==> config.mk <==
export PLATFORM = sky130hd
export DESIGN_NAME = pcbp_packer
export DESIGN_NICKNAME = d
export VERILOG_FILES = /design/src/hdl/pcbp_pkg.sv /design/src/hdl/pcbp_packer.sv
export VERILOG_INCLUDE_DIRS = /design/src /design/src/hdl
export SDC_FILE = /design/constraint.sdc
export NUM_CORES = 1
export LEC_CHECK = 0
export BUFFER_PORTS_ARGS = -buffer_cell sky130_fd_sc_hd__buf_2
export CORE_AREA = 2 2 104 156
export DETAILED_ROUTE_END_ITERATION = 12
export DIE_AREA = 0 0 106 158
export GPL_ROUTABILITY_DRIVEN = 0
export PLACE_DENSITY = 0.64
export SLEW_MARGIN = 20
export SYNTH_ARGS = -nofsm -noshare
export SYNTH_HDL_FRONTEND = slang
export SYNTH_SLANG_ARGS = --single-unit
==> constraint.sdc <==
create_clock -name aclk -period 6.7 [get_ports aclk]
set_input_delay 0.335 -clock aclk [delete_from_list [all_inputs] [get_ports aclk]]
set_output_delay 0.335 -clock aclk [all_outputs]
set_load 0.02 [all_outputs]
==> src/hdl/prefix_code_bit_packer_top_macros.svh <==
// assertion macros used by the pcbp_packer module of the prefix code bit packer
`ifndef PREFIX_CODE_BIT_PACKER_TOP_MACROS_SVH
`define PREFIX_CODE_BIT_PACKER_TOP_MACROS_SVH

// same-cycle implication, checked out of reset
`define PCBP_ASSERT_NOW(label, clk, rstn, ante, cons, msg) \
    label: assert property (@(posedge clk) disable iff (!(rstn)) (ante) |-> (cons)) \
        else $error(msg);

// next-cycle implication, checked out of reset
`define PCBP_ASSERT_NEXT(label, clk, rstn, ante, cons, msg) \
    label: assert property (@(posedge clk) disable iff (!(rstn)) (ante) |=> (cons)) \
        else $error(msg);

`endif

==> src/hdl/pcbp_pkg.sv <==
// shared types and constants of the prefix code bit packer
package pcbp_pkg;

    localparam int SYMBOL_W  = 8;
    localparam int LEN_W     = 6;
    localparam int WORD_W    = 32;
    localparam int BYTE_W    = 8;
    localparam int PEND_W    = 3;
    localparam int ACC_W     = 7;
    localparam int BYTES_MAX = 5;
    localparam int WIN_W     = BYTES_MAX * BYTE_W;
    localparam int CNT_W     = 3;
    localparam int HW_LEN_MAX = 32;

    localparam int DEF_MAX_CODE_LEN = 32;
    localparam int DEF_SYMBOL_COUNT = 256;

    localparam logic MODE_LOAD   = 1'b0;
    localparam logic MODE_ENCODE = 1'b1;

    typedef struct packed {
        logic [LEN_W-1:0]  len;
        logic [WORD_W-1:0] word;
    } code_entry_t;

    typedef struct packed {
        logic fin;
        logic hit;
    } lookup_t;

endpackage

==> src/hdl/pcbp_packer.sv <==
// bit accumulator and byte burst output stage
`include "prefix_code_bit_packer_top_macros.svh"

module pcbp_packer
    import pcbp_pkg::*;
(
    input  logic              aclk,
    input  logic              aresetn,
    input  logic              lk_valid,
    output logic              lk_ready,
    input  lookup_t           lk_info,
    input  code_entry_t       lk_entry,
    output logic              m_valid,
    input  logic              m_ready,
    output logic [BYTE_W-1:0] m_packed_byte,
    output logic              m_stream_end
);

    logic [ACC_W-1:0]  acc_reg, acc_next;
    logic [PEND_W-1:0] pend_reg, pend_next;
    logic [WIN_W-1:0]  win_reg, win_next;
    logic [CNT_W-1:0]  cnt_reg, cnt_next;
    logic [CNT_W-1:0]  idx_reg, idx_next;
    logic              end_reg, end_next;
    logic              bvalid_reg, bvalid_next;

    logic [LEN_W-1:0]  len_eff;
    logic [LEN_W-1:0]  total;
    logic [LEN_W-1:0]  shl;
    logic [WIN_W-1:0]  val;
    logic [WIN_W-1:0]  aligned;
    logic [CNT_W-1:0]  nbytes;
    logic [PEND_W-1:0] rem;
    logic [CNT_W-1:0]  emit_cnt;
    logic [WIN_W-1:0]  out_shift;
    logic              last;
    logic              hold;
    logic              take;

    always_comb begin
        if (!lk_info.hit) begin
            len_eff = '0;
        end else if (lk_entry.len > LEN_W'(HW_LEN_MAX)) begin
            len_eff = LEN_W'(HW_LEN_MAX);
        end else begin
            len_eff = lk_entry.len;
        end
        val = (WIN_W'(acc_reg) << len_eff)
            | (WIN_W'(lk_entry.word) & ~({WIN_W{1'b1}} << len_eff));
        total   = LEN_W'(pend_reg) + len_eff;
        shl     = LEN_W'(WIN_W) - total;
        aligned = val << shl;
        nbytes  = total[LEN_W-1:PEND_W];
        rem     = total[PEND_W-1:0];
        emit_cnt = nbytes
            + CNT_W'(lk_info.fin && ((rem != '0) || (nbytes == '0)));
    end

    assign last      = (idx_reg == (cnt_reg - CNT_W'(1)));
    assign hold      = bvalid_reg && !(m_ready && last);
    assign lk_ready  = (emit_cnt == '0) || !hold;
    assign take      = lk_valid && lk_ready;
    assign out_shift = win_reg << {idx_reg, 3'b000};

    assign m_valid       = bvalid_reg;
    assign m_packed_byte = out_shift[WIN_W-1 -: BYTE_W];
    assign m_stream_end  = end_reg && last;

    always_comb begin
        acc_next    = acc_reg;
        pend_next   = pend_reg;
        win_next    = win_reg;
        cnt_next    = cnt_reg;
        idx_next    = idx_reg;
        end_next    = end_reg;
        bvalid_next = bvalid_reg;
        if (bvalid_reg && m_ready) begin
            if (last) begin
                bvalid_next = 1'b0;
            end else begin
                idx_next = idx_reg + CNT_W'(1);
            end
        end
        if (take) begin
            if (lk_info.fin) begin
                acc_next  = '0;
                pend_next = '0;
            end else begin
                acc_next  = val[ACC_W-1:0] & ~({ACC_W{1'b1}} << rem);
                pend_next = rem;
            end
            if (emit_cnt != '0) begin
                win_next    = aligned;
                cnt_next    = emit_cnt;
                idx_next    = '0;
                end_next    = lk_info.fin;
                bvalid_next = 1'b1;
            end
        end
    end

    always_ff @(posedge aclk) begin
        if (!aresetn) begin
            acc_reg    <= '0;
            pend_reg   <= '0;
            cnt_reg    <= '0;
            idx_reg    <= '0;
            end_reg    <= 1'b0;
            bvalid_reg <= 1'b0;
        end else begin
            acc_reg    <= acc_next;
            pend_reg   <= pend_next;
            cnt_reg    <= cnt_next;
            idx_reg    <= idx_next;
            end_reg    <= end_next;
            bvalid_reg <= bvalid_next;
        end
    end

    always_ff @(posedge aclk) begin
        win_reg <= win_next;
    end

    `PCBP_ASSERT_NOW(a_burst_shape, aclk, aresetn, bvalid_reg,
        (cnt_reg != '0) && (idx_reg < cnt_reg) && (cnt_reg <= CNT_W'(BYTES_MAX)),
        "burst count or index out of range")
    `PCBP_ASSERT_NEXT(a_flush_clears, aclk, aresetn, take && lk_info.fin,
        (pend_reg == '0) && (acc_reg == '0), "flush left bits pending")
    `PCBP_ASSERT_NOW(a_acc_fits, aclk, aresetn, 1'b1,
        (acc_reg & ~({ACC_W{1'b1}} >> (PEND_W'(ACC_W) - pend_reg))) == '0,
        "accumulator holds bits beyond the pending count")
    `PCBP_ASSERT_NOW(a_no_overwrite, aclk, aresetn, take && (emit_cnt != '0),
        !hold, "burst loaded over undelivered bytes")

endmodule

### Word level (Yosys, flattened, before mapping)

Index checks and enable logic that the tools add are counted.

| storage, ports and cells | value |
|---|---|
| input bits | 44 |
| word-level logic and storage cells | 51 |
| output and inout port bits | 11 |
| bits in registers | 58 |

| cells by class | value |
|---|---|
| shifts and indexed selects | 5 |
| add/sub/neg operators | 5 |
| multiplexer cells | 12 |
| bitwise logic cells | 5 |
| eq/ne operators | 1 |
| order comparisons | 1 |
| reduce and logical (&&, ||, !) cells | 15 |

Operator list:

| operator | count |
|---|---|
| << shifter 40 x 6 -> 40 bit | 2 |
| bitwise AND 32 x 40 -> 40 bit | 1 |
| NOT 40 bit | 1 |
| OR 40 bit | 1 |
| << shifter 40 x 6 -> 40 bit (first input constant) | 1 |
| << shifter 7 x 6 -> 40 bit | 1 |
| 2-to-1 mux 3 bit | 5 |
| 2-to-1 mux 6 bit | 2 |
| bitwise AND 7 bit | 1 |
| 2-to-1 mux 7 bit | 1 |
| NOT 7 bit | 1 |
| << shifter 7 x 3 -> 7 bit (first input constant) | 1 |
| adder 3 x 6 -> 6 bit | 1 |
| greater-than comparator 6 bit (second input constant) | 1 |
| logical AND 1 bit | 6 |
| logical NOT 3 bit | 2 |
| nonzero test 3 bit | 2 |
| subtractor 6 bit (first input constant) | 1 |
| 2-to-1 mux 1 bit | 4 |
| adder 3 x 1 -> 3 bit | 1 |
| adder 3 x 1 -> 3 bit (second input constant) | 1 |
| equality test 3 bit | 1 |
| subtractor 3 x 1 -> 3 bit (second input constant) | 1 |
| logical NOT 1 bit | 2 |
| 2 further kinds | 3 |

### Depth between registers and ports, before layout

| logic depth | value |
|---|---|
| word-level depth | 12 |
| mapped depth | 21 |
| gate-level depth less buffers | 18 |

### Least setup slack after synthesis

OpenSTA, ideal clock, no wires.

| timing path | value |
|---|---|
| path type | input -> register |
| start | input lk_info[0] in the netlist's numbering |
| end | register win_reg[0], enable pin |
| library setup time | 0.394 ns |
| buffers on the path | 6 |
| cell stages on the path | 20 |
| setup slack | 1.293 ns |
| required time | 6.306 ns |
| arrival time | 5.013 ns |
| cell sequence | buf_4 > buf_2 > nand3b_1 > inv_1 > ha_1 > clkbuf_1 > inv_1 > clkbuf_1 > buf_1 > ha_1 > ha_1 > a21oi_1 > ha_1 > ha_1 > or3_1 > a21oi_1 > o21a_1 > clkbuf_1 > nand2b_1 > inv_1 |

| on the way | value |
|---|---|
| longest elaborated chain between the ends | 10 |
| elaborated cells on any way between the ends | 12 |
| classes of those cells | add/sub (2); mux (1); reduce/logical (9) |

RTL lines:

| element | RTL line | text |
|---|---|---|
| start, declared | pcbp_packer.sv:11 | `input lookup_t lk_info,` |
| 2-to-1 mux 6 bit (*) | pcbp_packer.sv:41 | `if (!lk_info.hit) begin` |
| adder 3 x 6 -> 6 bit (*) | pcbp_packer.sv:50 | `total = LEN_W'(pend_reg) + len_eff;` |
| nonzero test 3 bit / logical NOT 3 bit (equally long branches) | pcbp_packer.sv:56 | `+ CNT_W'(lk_info.fin && ((rem != '0) \|\| (nbytes == '0)));` |
| logical OR 1 bit | pcbp_packer.sv:56 |  |
| logical AND 1 bit | pcbp_packer.sv:56 |  |
| adder 3 x 1 -> 3 bit (*) | pcbp_packer.sv:56 |  |
| logical NOT 3 bit | pcbp_packer.sv:61 | `assign lk_ready = (emit_cnt == '0) \|\| !hold;` |
| logical OR 1 bit | pcbp_packer.sv:61 |  |
| logical AND 1 bit | pcbp_packer.sv:62 | `assign take = lk_valid && lk_ready;` |
| AND reduction 2 bit (no source line) (*) | -- |  |
| end signal, assigned | pcbp_packer.sv:121 | `win_reg <= win_next;` |
| end, declared | pcbp_packer.sv:21 | `logic [WIN_W-1:0] win_reg, win_next;` |

Mark *: on every way between the ends. The rest lies on a longest branch, timed or not.
A chain may end at the register's enable or synchronous reset.

### Worst setup path in the final report

| timing path | value |
|---|---|
| start | input lk_entry[37] in the netlist's numbering |
| end | register win_reg[28], enable pin |

| on the way | value |
|---|---|
| longest elaborated chain between the ends | 12 |
| elaborated cells on any way between the ends | 14 |
| classes of those cells | add/sub (2); order compare (1); mux (2); reduce/logical (9) |

RTL lines:

| element | RTL line | text |
|---|---|---|
| start, declared | pcbp_packer.sv:12 | `input code_entry_t lk_entry,` |
| greater-than comparator 6 bit | pcbp_packer.sv:43 | `end else if (lk_entry.len > LEN_W'(HW_LEN_MAX)) begin` |
| 2-to-1 mux 6 bit (*) | pcbp_packer.sv:43 |  |
| 2-to-1 mux 6 bit (*) | pcbp_packer.sv:41 |  |
| adder 3 x 6 -> 6 bit (*) | pcbp_packer.sv:50 |  |
| nonzero test 3 bit / logical NOT 3 bit (equally long branches) | pcbp_packer.sv:56 |  |
| logical OR 1 bit | pcbp_packer.sv:56 |  |
| logical AND 1 bit | pcbp_packer.sv:56 |  |
| adder 3 x 1 -> 3 bit (*) | pcbp_packer.sv:56 |  |
| named net emit_cnt[1] | pcbp_packer.sv:34 | `logic [CNT_W-1:0] emit_cnt;` |
| logical NOT 3 bit | pcbp_packer.sv:61 |  |
| logical OR 1 bit | pcbp_packer.sv:61 |  |
| logical AND 1 bit | pcbp_packer.sv:62 |  |
| AND reduction 2 bit (no source line) (*) | -- |  |

Mark *: on every way through the listed nets, which the timed path passes. The rest lies on a longest branch.

==> run_results.csv <==
group,metric,value,unit
status,run_status,"finished, final reports clean",
timing,timing.final.hold_violations,0,
synth,syn-instance-count,927,
layout,layout.cell_area.non_filler,8160,um^2
timing,timing.final.max_slew_violations,0,
synth,ys_top_cells_by_area,"edfxtp_1, mux4_2, mux2i_1",
timing,final_min_period_over_clock_period,0.7335,
timing,final-setup-viol-count,0,
layout,drive_above_1_share,0.1860,
critical_path,required,6.67,ns
critical_path,worstSetupPathDepth,17,
synth,ys_warn_count,0,
die,core_region_area,15480,um^2
timing,fin_tns_setup,0,ns
synth,synthDominantAreaCellType,"edfxtp_1",
layout,final_nets,982,
route,drc_viols,0,
layout,largest_register_ff_count,40,
cts,postCtsSetupBuffers,0,
timing,worst_slew_margin_rel,0.3012,
power,cellLeakagePower,2.992,nW
cts,clk_pin_slew,0.06,ns
critical_path,cpPeakStageDelay,0.67,ns
synth,post_synth_instance_area,7594,um^2
critical_path,crit_fanout,40,
cts,cts_repair_resize_count,0,
layout,insertedDiodeCount,0,
synth,ys_seq_area_frac,0.2056,
timing,worst_pin_slew,1.043,ns
global_routing,antenna_violations_before_repair,0,
global_routing,grt_use_met1,0.3818,
critical_path,worstPathBufferInverterCount,4,
timing,whs,0.3661,ns
critical_path,timing.critical_path.max_delay_family,"simple AND/OR/NAND/NOR gates",
route,routed_via_density,7.049,
timing,rsz0062_at_grt,"no",
global_routing,use_met2,0.5628,
critical_path,r2r.worst_path.cells,16,
timing,layout_min_cycle_time,4.915,ns
die,floorplan.initialDensity,0.4904,
synth,synth_area_per_cell,8.192,um^2
layout,most-common-layout-cells,"nor2_1, nand2_1, a21oi_1, buf_2",
die,fp-row-count,56,
cts,cts_buffers,9,
synth,yosysUniqueCellTypes,99,
cts,cts_htree_levels,3,
layout,mostFrequentLayoutCell,"nor2_1",
die,boundaryPins,55,
cts,tritoncts_clock_tree,"yes",
worst_hold_path,worst_min_delay_path_category,"input port to flop",
route,final_antenna_net_count,0,
critical_path,crit_path_start_kind,"input port",
run,maxCapViolations,0,
power,ir_worst_vdd,0.0001227,V
cts,cts_hold_repair.buffers,0,
placed_design,dp.final_hpwl,21290,um
layout,num-fill-cells,1531,
cts,clock_insertion_delay_at_the_later_pin_of_the_skew_report,0.33,ns
placed_design,buffer_ports.inserted,54,
critical_path,slowest_stage,"and3b_1",
global_routing,grt_resource_usage_total,0.3387,
worst_hold_path,holdPathStages,2,
global_routing,grt_pass1_wl,43420,um
synth,synth_top_area_share,0.1582,
timing,setup_skew_after_layout,0.009453,ns
die,chipWidth,106,um
route,detailedRoute.firstIterationViolations,888,
synth,share_of_synthesized_registers_carrying_an_async_set_or_reset,0,
placed_design,dpl.cell_count,1117,
critical_path,crit_path_cell_trace,"buf_2 > and3b_1 > clkinv_2 > fa_1 > nor2b_1 > o21ai_0 > xnor2_1 > nand3_1 > a21oi_1 > ha_1 > ha_1 > or2_2 > a21oi_1 > o21a_1 > nand2b_1 > inv_1 > buf_4",
synth,ys_seq_elements,58,
cts,clockBufferDepth,2,
critical_path,crit_path_end_kind,"flop",
global_routing,globalRouteMet3Util,0.06422,
placed_design,place_area,7870,um^2
critical_path,data_arrival_time_of_the_worst_path,4.88,ns
synth,synthFlopType,"edfxtp_1",
global_routing,busiest_layer,"met2",
global_routing,maximum_number_of_pins_on_one_net_before_global_route_repair,46,
layout,flow.area_growth_from_synthesis,7.464,%
die,die_area,16750,um^2
layout,post_layout_nonfiller_instances,1133,
cts,tritoncts_num_sinks,58,
timing,fmax,0.2035,GHz
route,dr.pass1.iters,6,
synth,synth-edff-count,40,
global_routing,grt_remaining_overflow,0,
global_routing,first_global_vias,7475,
cts,clockRootBuffer,"clkbuf_16",
route,routedWlPerCell,24.72,um
critical_path,timing.setup.critical_path_class,"input port to flop",
die,die_height,158,um
route,vias,7987,
route,route.final.wire_length,28010,um
power,power_density_cells,185.5,nW/um^2
synth,synth.net_count,984,
[layer usage]
metal  wire, um  vias up
met5          0        -
met4       2600        0
met3       2246      159
met2      13180      480
met1       9983     3741
li1           -     3607
[cell families after synthesis]
family                   after synthesis  share of synthesized area
adder cells (fa/ha/maj)               13                    0.02241
AND/OR/NAND/NOR                      318                     0.2163
XOR/XNOR                              16                    0.01846
AO/OA/AOI/OAI                        326                     0.3142
buffers and inverters                111                    0.06739
multiplexers                          85                     0.1555
flip-flops                            58                     0.2056
[cell usage after synthesis (20+ instances only)]
cell type	instances
buf_2	24
edfxtp_1	40
o21ai_0	39
nand2_1	69
inv_1	23
mux2_2	20
mux4_2	24
nand3_1	31
nor3_1	23
clkbuf_1	45
nor2_1	81
a21oi_1	58
mux2i_1	40
[power by group]
part	internal, mW	switching [mW]
Combinational	0.242	0.412
Sequential	0.426	0.00932
Clock	0.260	0.165
[worst register-to-register path: stages, from the launching register on]
cell,delay (ns)
dfxtp_1,0.34
ha_1,0.18
inv_1,0.07
fa_1,0.43
nor2b_1,0.16
o21ai_0,0.14
xnor2_1,0.27
nand3_1,0.11
a21oi_1,0.18
ha_1,0.16
ha_1,0.24
or2_2,0.29
a21oi_1,0.23
o21a_1,0.35
nand2b_1,0.21
inv_1,0.09
buf_4,0.41
[per-stage QoR]
stage | worst slack [ns] | util | power, mW
4_1_cts | 1.806 | 0.5263 | 1.503
5_1_grt | 1.429 | 0.5270 | 1.589
2_1_floorplan | 1.293 | - | 0.9133
6_report | 1.785 | 0.5270 | 1.513
3_3_place_gp | 1.625 | 0.5082 | 1.072
3_5_place_dp | 1.471 | 0.5082 | 1.076
[final timing paths]
kind	slack (ns)	from	endpoint
setup / recovery	1.79	lk_entry[37]	win_reg[28]$_SDFFCE_PP0P_
hold reg to reg	0.53	end_reg$_SDFFE_PN0P_	end_reg$_SDFFE_PN0P_
hold / removal	0.37	aresetn	acc_reg[3]$_SDFFE_PN0P_
setup reg to reg	2.45	pend_reg[0]$_SDFFE_PN0P_	win_reg[28]$_SDFFCE_PP0P_
[cell type report]
type | count | area [um^2] | area share
clock buffers | 10 | 239.0 | 0.02929
clock inverters | 6 | 40.04 | 0.004906
inverters | 24 | 91.34 | 0.01119
multi-input cells | 758 | 5554 | 0.6806
flip-flops and latches | 58 | 1562 | 0.1914
well taps | 203 | 254.0 | 0.03113
repair buffers | 74 | 420.4 | 0.05152
(Power assumes the default switching activity.)
